`src/rtl/core/fll_div_pipe.sv`:
```
// ----------------------------------------------------------------------------
// fll_div_pipe: pipelined restoring divider
// One quotient bit per stage; the quotient must fit in QW bits.
// ----------------------------------------------------------------------------
module fll_div_pipe #(
  parameter int unsigned NW = 37,
  parameter int unsigned DW = 50,
  parameter int unsigned QW = 15,
  parameter int unsigned SW = 8
) (
  input  logic          clk_i,
  input  logic          rst_ni,
  input  logic          en_i,
  input  logic          valid_i,
  input  logic [NW-1:0] num_i,
  input  logic [DW-1:0] den_i,
  input  logic [SW-1:0] sb_i,
  output logic          valid_o,
  output logic [QW-1:0] quo_o,
  output logic [SW-1:0] sb_o
);

  localparam int unsigned RW = (NW > DW + QW) ? NW : DW + QW;

  logic          v_q   [QW];
  logic [RW-1:0] rem_q [QW];
  logic [DW-1:0] den_q [QW];
  logic [QW-1:0] quo_q [QW];
  logic [SW-1:0] sb_q  [QW];

  for (genvar k = 0; k < QW; k++) begin : g_stage
    logic          v_in;
    logic [RW-1:0] rem_in;
    logic [DW-1:0] den_in;
    logic [QW-1:0] quo_in;
    logic [SW-1:0] sb_in;
    logic [RW-1:0] trial;

    if (k == 0) begin : g_head
      assign v_in   = valid_i;
      assign rem_in = RW'(num_i);
      assign den_in = den_i;
      assign quo_in = '0;
      assign sb_in  = sb_i;
    end else begin : g_tail
      assign v_in   = v_q[k-1];
      assign rem_in = rem_q[k-1];
      assign den_in = den_q[k-1];
      assign quo_in = quo_q[k-1];
      assign sb_in  = sb_q[k-1];
    end

    // divisor aligned to this quotient bit
    assign trial = RW'(den_in) << (QW - 1 - k);

    always_ff @(posedge clk_i or negedge rst_ni) begin
      if (!rst_ni) begin
        v_q[k] <= 1'b0;
      end else if (en_i) begin
        v_q[k] <= v_in;
      end
    end

    // subtract when it fits, set the quotient bit
    always_ff @(posedge clk_i) begin
      if (en_i) begin
        den_q[k] <= den_in;
        sb_q[k]  <= sb_in;
        if (rem_in >= trial) begin
          rem_q[k] <= rem_in - trial;
          quo_q[k] <= quo_in | (QW'(1) << (QW - 1 - k));
        end else begin
          rem_q[k] <= rem_in;
          quo_q[k] <= quo_in;
        end
      end
    end
  end

  assign valid_o = v_q[QW-1];
  assign quo_o   = quo_q[QW-1];
  assign sb_o    = sb_q[QW-1];

endmodule

```
`config.mk`:
```
export PLATFORM = sky130hd
export DESIGN_NAME = fll_div_pipe
export DESIGN_NICKNAME = d
export VERILOG_FILES = /design/src/rtl/core/fll_div_pipe.sv
export SDC_FILE = /design/constraint.sdc
export NUM_CORES = 2
export LEC_CHECK = 0
export BUFFER_PORTS_ARGS = -buffer_cell sky130_fd_sc_hd__buf_2
export CAP_MARGIN = 20
export CORE_MARGIN = 2
export CORE_UTILIZATION = 58
export DETAILED_ROUTE_END_ITERATION = 8
export GPL_TIMING_DRIVEN = 0
export PLACE_DENSITY_LB_ADDON = 0.2
export SLEW_MARGIN = 20
export SYNTH_ARGS = -nofsm -noshare
export SYNTH_HDL_FRONTEND = slang
export SYNTH_SLANG_ARGS = --single-unit
```
`constraint.sdc`:
```
create_clock -name clk_i -period 3.9 [get_ports clk_i]
set_clock_uncertainty 0.05 [all_clocks]
set_input_delay 0.78 -clock clk_i [delete_from_list [all_inputs] [get_ports clk_i]]
set_output_delay 0.78 -clock clk_i [all_outputs]
set_load 0.02 [all_outputs]
```
==> metrics.md <==
| Metric | Value |
|---|---|
| Clk_lat worst skew | a little under 900 ps |
| Final ANT Viol Nets | 0 |
| Initial antenna violation count | 9 |
| Pleak | roughly 50 nW |
| Largest family of logic cells by synthesized area | compound AO/OA/AOI/OAI gates |
| Post-route DRC | 2 |
| Crit. End Element | flop |
| Root buffer cell | clkbuf_16 |
| Post-DP HPWL | ~250 mm |
| XOR/XNOR share of the synthesized area | 0.0595 |
| Adder-cell area share of the yosys netlist | 0.0861 |
| Pwr Density | roughly 750 nW/µm² |
| Ys Warns | 0 |
| Via count | between 80,000 and 90,000 |
| #FFs+latches synth | 1,865 |
| HP Class | input pin to flop |
| Max-cap check violation count | 0 |
| Status | finished with violations |
| Worst hold slack | between 50 and 60 ps |
| Non-filler cells, final | around 14,000 |
| Critical path peak fanout | 5 |
| Critical path data required time | ~4400 ps |
| Setup crit start kind | flop |
| Synth unique cells | slightly above 90 |
| Setup TNS | -15,670 ps |
| CTS Buf Count | approximately 200 |
| GP Congestion | around 1.0 |
| Global-route wire length before repair | ~510 mm |
| Initial Utilization | 0.584 |
| Slew @ Worst Pin | 1140 ps |
| Final WS setup | -296 ps |
| Via/cell ratio | 6.30 |
| Syn_area_per_cell | roughly 10 µm² |
| CTS tree | built |
| Main synth FF type | edfxtp_1 |
| Slew Limit Fails | 0 |
| Setup Viol. Count Final | between 150 and 200 |
| Clock slew at reported path FFs | approximately 60 ps |
| Fmax | 238 MHz |
| WP data arrival | between 4000 and 5000 ps |
| I/O Buffers | approximately 120 |
| Site Rows | between 150 and 200 |
| Post-DR wirelength/cell | 25.6 µm |
| Synth Area in Compound Gates | 0.166 |
| Layout Nets | 11,700 |
| Largest net degree at the start of global routing | about 130 |
| RSZ-0062 raised after global routing | yes |
| Drt total wl | approximately 350 mm |
| Min Tclk post-route | around 4200 ps |
| Mapped Cells | 10,400 |
| DR iter-0 viols | between 7,000 and 8,000 |
| First drt pass iteration count | 9 |
| CTS Buffer Depth | 3 |
| Cell Area, Synth | between 100,000 and 150,000 µm² |
| VDD IR max | around 450 µV |
| R2r setup slk | -300 ps |
| Slew margin rel. | 0.231 |
| Mux cell area share after synthesis | 0.00517 |
| Die area | 190,000 µm² |
| Failing checks | design-rule violations, negative setup slack |
| Placement Setup Slack | -3280 ps |
| Cells after DPL | roughly 13,000 |
| Syn Nets | roughly 11,000 |
| Seq/Total Area, Yosys | 0.516 |
| Die height | between 400 and 500 µm |
| Gr ovfl total | 0 |
| Num ports | roughly 120 |
| H-tree depth | 4 |
| Post-Synth Simple-Gate Area | 0.122 |
| Crit path cell chain | ha_4 -> fa_2 -> nor2b_2 -> o31a_1 -> o211ai_1 -> buf_4 -> and2_4 -> a211oi_4 -> a21o_1 -> a31o_4 -> a21oi_4 -> or4_4 -> or2_4 -> xnor2_1 |
| Period utilisation layout | 1.08 |
| Crit path largest cell delay | 520 ps |
| Number of global-route vias before repair | ~90,000 |
| Crit Path Category | flop to flop |
| Core ar. | 185,000 µm² |
| CTS sink count | 1,865 |
| Post-synth EDFFs | 1,850 |
| Hold Vio Cnt, Final | 0 |
| Die width | between 400 and 500 µm |
| Total GRT Usage | 0.348 |
| Layout cells sized above 1 | 0.145 |
| Asr flop ratio synth | 0.00804 |
| Syn-to-layout area delta | 16.9% |
| Critical path's slowest cell | or4_4 |
[cell families after synthesis]
group | Yosys count
buffers and inverters | 1280
XOR/XNOR | 736
multiplexers | 50
AO/OA/AOI/OAI | 2931
flip-flops | 1865
AND/OR/NAND/NOR | 2778
adder cells (fa/ha/maj) | 737
[registers in the layout, summed over array words and instances, names as in the netlist]
| name | cells |
|---|---|
| g_stage.v_in | 14 |
| rem_q | 910 |
| valid_o | 1 |
| den_q | 700 |
| quo_q | 120 |
| sb_q | 120 |
[through the flow]
step                      power, mW  cell area (µm²)  utilization
after floorplan                59.2           108000            -
after global placement         69.2           112000        0.604
after detailed placement       69.9           113000        0.609
after CTS                      92.0           124000        0.669
after global routing            100           127000        0.683
final                          95.3           127000        0.683
[worst max-delay path: cells and delay by family (launching register included)]
family	cells	cell delay (ps)
xor gates and xnor gates	1	120
adders and majority gates	2	580
AOI/OAI and AO/OA	6	1360
buffers and inverters	1	190
DFF	1	490
and+or+nand+nor	4	1100
[worst paths after layout]
path,to,depth (start not counted),from
worst max-delay path,rem_q[1][253]$_DFFE_PP_,14,den_q[1][100]$_DFFE_PP_
worst min-delay path,sb_q[0][6]$_DFFE_PP_,1,sb_i[6]
worst max register to register,rem_q[1][253]$_DFFE_PP_,14,den_q[1][100]$_DFFE_PP_
worst min register to register,sb_q[1][11]$_DFFE_PP_,0,sb_q[1][3]$_DFFE_PP_
max in group asynchronous,g_stage[5].v_in$_DFFE_PN0P_,2,rst_ni
min in group asynchronous,valid_o$_DFFE_PN0P_,2,rst_ni
[synthesized netlist by cell type (24+ instances only)]
cell | instances | area (µm²)
a21o_1 | 441 | 3310
nand2b_1 | 105 | 657
or3_1 | 43 | 269
nand3_1 | 173 | 866
edfxtp_1 | 1850 | 55600
a31oi_1 | 82 | 513
nand4_1 | 211 | 1320
mux2_2 | 48 | 541
nor3_1 | 137 | 686
nor4_1 | 99 | 619
clkbuf_1 | 370 | 1390
and2_1 | 56 | 350
nor2_1 | 660 | 2480
o31a_1 | 26 | 228
inv_1 | 873 | 3280
o21ai_0 | 799 | 4000
or2_2 | 24 | 150
ha_1 | 723 | 9050
xor2_1 | 353 | 3090
and3_1 | 83 | 519
o31ai_1 | 59 | 443
o21bai_1 | 106 | 796
or4_1 | 31 | 233
buf_2 | 25 | 125
xnor2_1 | 383 | 3350
o21a_1 | 83 | 623
a21oi_1 | 920 | 4600
a211oi_1 | 62 | 465
nor2b_1 | 85 | 532
a21boi_0 | 26 | 195
o211ai_1 | 44 | 330
nand2_1 | 965 | 3620
[power by group]
part | switching, mW | total [mW] | internal (mW)
sequential | 3.34 | 32.2 | 28.9
combinational | 26.1 | 43.5 | 17.4
clock | 8.26 | 19.6 | 11.3
[timing repair]
item                                    in CTS  in global routing
hold endpoints to repair                    15                  0
resized for setup                          762                503
pin swaps                                  146                153
hold buffers                                 1                  0
gates cloned                                 6                  5
setup buffers                              134                123
endpoints found under the setup margin    1571                876
[layout by cell type, fill, tap and decap left out, types with 160 or more instances in the layout]
| master | instances |
|---|---|
| xnor2_1 | 382 |
| nand2_1 | 938 |
| nand4_1 | 211 |
| nand3_1 | 160 |
| a21oi_1 | 827 |
| a21o_1 | 439 |
| buf_4 | 237 |
| edfxtp_1 | 1850 |
| ha_1 | 617 |
| clkbuf_1 | 161 |
| clkbuf_16 | 213 |
| inv_1 | 866 |
| o21ai_0 | 711 |
| xor2_1 | 353 |
| nor2_1 | 626 |
[area by class of cell]
cell class	count	area, µm²
inverter	876	3320
clock inverter	136	1580
tap	2480	3100
fill	13200	58800
antenna	7	17.5
clock buffer	225	5140
buffer	292	1990
timing repair buffer	423	3820
multi-input combinational	7232	51800
sequential	1865	55900
[metal layers]
layer,wire length [µm],GRT usage,share of wire,vias up
met3,19100,0.0397,0.055,1587
li1,-,-,-,39000
met4,41000,0.340,0.12,0
met2,180000,0.648,0.52,4715
met5,0,0,0,-
met1,107000,0.326,0.31,40000
No activity file was read; power rests on OpenSTA's default activity.
