==> src/rtl/core/fll_pkg.sv <==
// ----------------------------------------------------------------------------
// fll_pkg: shared types and constants of the flat Lambert lighting block
// Register indexes, command codes, fixed levels and pipeline sideband records.
// ----------------------------------------------------------------------------
package fll_pkg;

  // configuration register indexes
  localparam int unsigned CFG_IDX_W = 2;
  localparam logic [CFG_IDX_W-1:0] CFG_AMBIENT  = 2'd0;
  localparam logic [CFG_IDX_W-1:0] CFG_SELF_LIT = 2'd1;
  localparam logic [CFG_IDX_W-1:0] CFG_ACTIVE   = 2'd2;
  localparam int unsigned CFG_DATA_W = 16;

  // command codes
  localparam logic CMD_LOAD  = 1'b0;
  localparam logic CMD_SHADE = 1'b1;

  // levels in Q1.14
  localparam logic [14:0] LVL_ONE = 15'd16384;
  localparam logic [14:0] LVL_MIN = 15'd3277;

  // closeness = CLOSE_NUM / (CLOSE_BIAS + dist^2), 100 * 2^30 and 100 * 2^16
  localparam int unsigned CLOSE_NUM_W = 37;
  localparam logic [CLOSE_NUM_W-1:0] CLOSE_NUM = 37'd107374182400;
  localparam logic [22:0] CLOSE_BIAS = 23'd6553600;

  localparam int unsigned DEN_W    = 50;  // closeness divisor
  localparam int unsigned QUO_W    = 15;  // closeness and cosine quotients
  localparam int unsigned NNDD_W   = 60;  // |n|^2 * |d|^2 of scaled vectors
  localparam int unsigned ROOT_W   = NNDD_W / 2;
  localparam int unsigned DOT_W    = 30;  // scaled dot product magnitude
  localparam int unsigned COS_NUM_W = DOT_W + 14;

  // per-transaction data that rides along with every light operation
  typedef struct packed {
    logic        light;     // carries a light contribution
    logic        first;     // first operation of a shade transaction
    logic        last;      // last operation of a shade transaction
    logic        self_lit;
    logic [15:0] ambient;
    logic [15:0] strength;
    logic [7:0]  red;
    logic [7:0]  green;
    logic [7:0]  blue;
  } fll_meta_t;

  // into the closeness divider
  typedef struct packed {
    logic              zero;
    logic              neg;
    logic [DOT_W-1:0]  dot_mag;
    logic [NNDD_W-1:0] nndd;
    fll_meta_t         meta;
  } fll_sb1_t;

  // into the square root
  typedef struct packed {
    logic             zero;
    logic             neg;
    logic [DOT_W-1:0] dot_mag;
    logic [QUO_W-1:0] close;
    fll_meta_t        meta;
  } fll_sb2_t;

  // into the cosine divider
  typedef struct packed {
    logic             zero;
    logic             neg;
    logic [QUO_W-1:0] close;
    fll_meta_t        meta;
  } fll_sb3_t;

endpackage

==> src/rtl/core/fll_back.sv <==
// ----------------------------------------------------------------------------
// fll_back: light term, accumulation, clamp and colour scaling
// Sums light terms per shade transaction and holds the result register.
// ----------------------------------------------------------------------------
module fll_back (
  input  logic                     clk_i,
  input  logic                     rst_ni,
  input  logic                     en_i,
  input  logic                     valid_i,
  input  logic [fll_pkg::QUO_W-1:0] cos_i,
  input  fll_pkg::fll_sb3_t        sb_i,
  output logic                     out_valid_o,
  output logic [7:0]               red_out_o,
  output logic [7:0]               green_out_o,
  output logic [7:0]               blue_out_o,
  output logic [14:0]              lit_level_o
);

  import fll_pkg::*;

  logic               b1_v_q, b2_v_q, b3_v_q, out_v_q;
  fll_meta_t          b1_m_q, b2_m_q, b3_m_q;
  logic               b1_neg_q;
  logic [QUO_W-1:0]   b1_close_q;
  logic [30:0]        b1_p_q;
  logic signed [18:0] b2_term_q;
  logic signed [23:0] acc_q, b3_lvl_q;
  logic [7:0]         r_q, g_q, bl_q;
  logic [14:0]        lvl_q;

  logic [QUO_W-1:0]   cos_c;
  logic [45:0]        p2;
  logic signed [23:0] sum;
  logic [14:0]        lvl_c;

  // clamp the cosine, drop it for zero vectors and pure tokens
  assign cos_c = (!sb_i.meta.light || sb_i.zero) ? '0 :
                 (cos_i > LVL_ONE) ? LVL_ONE : cos_i;
  assign p2    = 46'(b1_p_q) * 46'(b1_close_q);
  assign sum   = (b2_m_q.first ? 24'($signed({1'b0, b2_m_q.ambient})) : acc_q)
                 + 24'(b2_term_q);

  always_comb begin
    if (b3_m_q.self_lit) lvl_c = LVL_ONE;
    else if (b3_lvl_q > 24'($signed({1'b0, LVL_ONE}))) lvl_c = LVL_ONE;
    else if (b3_lvl_q < 24'($signed({1'b0, LVL_MIN}))) lvl_c = LVL_MIN;
    else lvl_c = b3_lvl_q[14:0];
  end

  always_ff @(posedge clk_i or negedge rst_ni) begin
    if (!rst_ni) begin
      b1_v_q  <= 1'b0;
      b2_v_q  <= 1'b0;
      b3_v_q  <= 1'b0;
      out_v_q <= 1'b0;
    end else if (en_i) begin
      b1_v_q  <= valid_i;
      b2_v_q  <= b1_v_q;
      b3_v_q  <= b2_v_q && b2_m_q.last;
      out_v_q <= b3_v_q;
    end
  end

  always_ff @(posedge clk_i) begin
    if (en_i) begin
      // strength times cosine
      b1_m_q     <= sb_i.meta;
      b1_neg_q   <= sb_i.neg;
      b1_close_q <= sb_i.close;
      b1_p_q     <= 31'(sb_i.meta.strength) * 31'(cos_c);
      // times closeness, signed term; a token adds no term
      b2_m_q     <= b1_m_q;
      if (!b1_m_q.light) begin
        b2_term_q <= '0;
      end else begin
        b2_term_q <= b1_neg_q ? -$signed({1'b0, p2[45:28]}) : $signed({1'b0, p2[45:28]});
      end
      // running sum per shade transaction
      if (b2_v_q) acc_q <= sum;
      b3_m_q   <= b2_m_q;
      b3_lvl_q <= sum;
      // colour scaling into the result register
      if (b3_v_q) begin
        lvl_q <= lvl_c;
        r_q   <= b3_m_q.self_lit ? b3_m_q.red   : 8'((23'(b3_m_q.red)   * 23'(lvl_c)) >> 14);
        g_q   <= b3_m_q.self_lit ? b3_m_q.green : 8'((23'(b3_m_q.green) * 23'(lvl_c)) >> 14);
        bl_q  <= b3_m_q.self_lit ? b3_m_q.blue  : 8'((23'(b3_m_q.blue)  * 23'(lvl_c)) >> 14);
      end
    end
  end

  assign out_valid_o = out_v_q;
  assign red_out_o   = r_q;
  assign green_out_o = g_q;
  assign blue_out_o  = bl_q;
  assign lit_level_o = lvl_q;

endmodule

==> config.mk <==
export PLATFORM = sky130hd
export DESIGN_NAME = fll_back
export DESIGN_NICKNAME = d
export VERILOG_FILES = /design/src/rtl/core/fll_pkg.sv /design/src/rtl/core/fll_back.sv
export SDC_FILE = /design/constraint.sdc
export NUM_CORES = 2
export LEC_CHECK = 0
export CORE_AREA = 2 2 424 426
export DETAILED_ROUTE_END_ITERATION = 12
export DIE_AREA = 0 0 426 428
export DONT_BUFFER_PORTS = 1
export PLACE_DENSITY = 0.37
export REMOVE_ABC_BUFFERS = 1
export SYNTH_ARGS = -nofsm -noshare
export SYNTH_HDL_FRONTEND = slang
export SYNTH_SLANG_ARGS = --single-unit
==> constraint.sdc <==
create_clock -name clk_i -period 10.98 [get_ports clk_i]
set_clock_uncertainty 0.2 [all_clocks]
set_input_delay 0 -clock clk_i [delete_from_list [all_inputs] [get_ports clk_i]]
set_output_delay 0 -clock clk_i [all_outputs]
set_load 0.05 [all_outputs]
==> results.md <==
- Outcome: completed
- Setup bufs post-CTS: 0
- Final Cycle Share: between 70% and 80%
- First-pass GRT wire length: 194000 um
- Starting Density: 23.9%
- Root cell of the clock tree: clkbuf_16
- Final net count: 5614
- Synth unique cells: 67
- Grt met2 use: between 20% and 30%
- Crit path kind: reg -> reg
- Final Max Slew Viols: 0
- Worst min path class: in -> reg
- Share of layout cells above drive strength 1: 3.82%
- Post-synth EDFFs: roughly 270
- Worst setup EP type: flip-flop
- Routability congestion estimate: just under 0.8
- Post-route ant nets: 0
- Final Hold Fails: 0
- GR Util met1: 17.7%
- Routed wire per std cell: approximately 18 um
- Synth top area cells: fa_1, edfxtp_1, ha_1
- Worst Min Path Start: cos_i[2]
- CTS tree: yes
- DR iter-0 viols: 1128
- Synth Instances: 4355
- Startpoint type of the worst setup path: flip-flop
- Largest net degree at the start of global routing: 209
- Data required, critical path: 11.12 ns
- Max_cap viols: 0
- Ys async rst share: approximately 1.5%
- Area delta synth->final: 13.0%
- Syn_area_per_cell: 9.75 um2
- Area leader, netlist: fa_1
- Syn. warnings: 0
- Number of synthesized register bits: ~270
- CTS Sinks: ~270
- Vias per inst: 4.26
- Vias in the first global route: between 30000 and 40000
- Die height: 428 um
- Initial antenna violation count: 0
- Critical Path Source: b3_lvl_q[4]
- DP HPWL: 93200 um
- Synthesized area: around 42000 um2
- Die width: 426 um
- GRT overflow: 0
- I/O Buffers: 0
- Residual DRC: 0
- Sum Neg Setup Slack: 0 ns
- Core footprint: 178000 um2
- Worst skew pair latency: 0.61 ns
- RSZ-0062 raised after global routing: no
- Area share of the leading cell type in the synthesized netlist: 36.9%
- Seq/Total Area, Yosys: 19.0%
- Clock Path Buffers: 3
- Relative slew slack: 0.809%
- Die Footprint: about 180000 um2
- Total GRT Usage: 13.5%
- WP data arrival: 8.88 ns
- Tmin final: just under 9 ns
- TritonRoute pass-1 iters: 5
- CTS Buf Count: 40
- WL final: 120000 um
- Crit path max fanout: 45
- I/O pins: 136
- Top FF cell, synth: edfxtp_1
- CTS clock-pin slew for the worst setup and hold paths: 0.07 ns
- H-tree Lvls: 2
- Met3 Track Usage GR: 1.43%
- Vias: approximately 29000
- Reg2reg start: b3_lvl_q[4]
- Num rows: 155
- Final setup fails: 0
- Worst-Margin Slew: 1.49 ns
- Fmax: 114 MHz
- Most Crowded Layer GR: met2
## metal layers
layer	vias to the layer above	part of all wire, %
met3	106	2.6
met1	14900	45
met5	-	0
met4	0	1.6
li1	13600	-
met2	327	51
## final cells by class
type / count / area (um2)
fill: 19100 / 130000
multi-input combinational: 3000 / 30400
sequential: 269 / 8060
inverter: 886 / 3330
tap: 2355 / 2950
timing repair buffer: 198 / 1860
clock buffer: 49 / 1090
clock inverter: 24 / 329
antenna: 4 / 10.0
## cells in the mapped netlist (8+ instances only)
library cell,n
inv_1,886
fa_1,783
nand2_1,640
and2_1,386
ha_1,340
edfxtp_1,265
clkbuf_1,198
and3_1,149
nor2_1,90
a21oi_1,86
xnor2_1,73
o21ai_0,71
a21o_1,31
xor2_1,30
nand3_1,29
nor3_1,27
nand4_1,25
mux2_2,19
a211oi_1,18
nand2b_1,16
o21a_1,15
nor2b_1,14
nor4_1,14
o31ai_1,13
o21bai_1,12
a211o_1,10
and2_0,9
o211ai_1,9
or3_1,8
## worst max-delay path, stage by stage, from the launching register on
cell	delay (ns)
edfxtp_1	0.61
nor4_1	0.46
a41o_1	0.29
nand2_1	0.17
a21oi_1	0.19
inv_1	0.19
nor2_4	0.34
buf_4	0.40
and2_1	0.76
nand2_1	0.18
fa_1	0.52
fa_1	0.49
inv_1	0.05
fa_1	0.49
fa_1	0.41
ha_1	0.31
nand4_1	0.15
or4b_2	0.65
o21ai_0	0.40
a41oi_1	0.25
a21oi_1	0.29
a21oi_1	0.13
xnor2_1	0.18
nor3b_1	0.07
a221o_1	0.29
## cells by family after synthesis
group	after synthesis	synth area share, %
compound gates	318	4.95
xor+xnor	103	2.13
fa+ha+maj	1123	46.9
buf+inv	1086	9.62
flops	269	19.0
mux	25	0.645
simple gates	1431	16.7
## worst paths after layout
check,to,slack [ns],cells past startpoint
hold / removal,b1_p_q[5],0.1,5
setup reg to reg,red_out_o[7],2.24,24
setup / recovery,red_out_o[7],2.24,24
hold reg to reg,b2_m_q[55],0.20,0
min in group asynchronous,b1_v_q,0.58,3
max in group asynchronous,out_valid_o,9.83,3
## cells in the final DEF (no fill, tap or decap), types with 71 or more instances in the layout
master,synthesis,routed
dlygate4sd3_1,0,140
inv_1,886,886
ha_1,340,340
nor2_1,90,83
nand2_1,640,640
and3_1,149,149
a21oi_1,86,84
and2_1,386,385
o21ai_0,71,71
xnor2_1,73,73
fa_1,783,783
edfxtp_1,265,265
## through the flow
stage / util, % / instance area [um2] / hold slack [ns] / setup slack [ns] / instances
finish: 27.0 / 48000 / 0.0966 / 2.24 / 6785
CTS: 27.0 / 48000 / 0.0288 / 2.15 / 6781
floorplan: - / 41700 / -0.496 / 2.05 / 4155
detailed placement: 25.4 / 45100 / -0.496 / 2.15 / 6567
global route: 27.0 / 48000 / 0.0786 / 1.68 / 6781
global placement: 25.4 / 45100 / -0.495 / 2.36 / 6567
## repair_timing
action,in CTS,in global routing
hold buffers,141,0
gates resized for setup,0,0
hold endpoints to repair,281,0
setup endpoints to repair,0,0
## flip-flops by register name (all words and copies together), names as in the netlist, 19 cells and up
| signal | cells |
|---|---|
| acc_q | 24 |
| b1_m_q | 44 |
| b1_p_q | 31 |
| b2_m_q | 43 |
| b2_term_q | 19 |
| b3_lvl_q | 24 |
| b3_m_q | 25 |
Power is not shown: default switching activity piles up to over one toggle a cycle in this logic, so the estimate is an artifact.
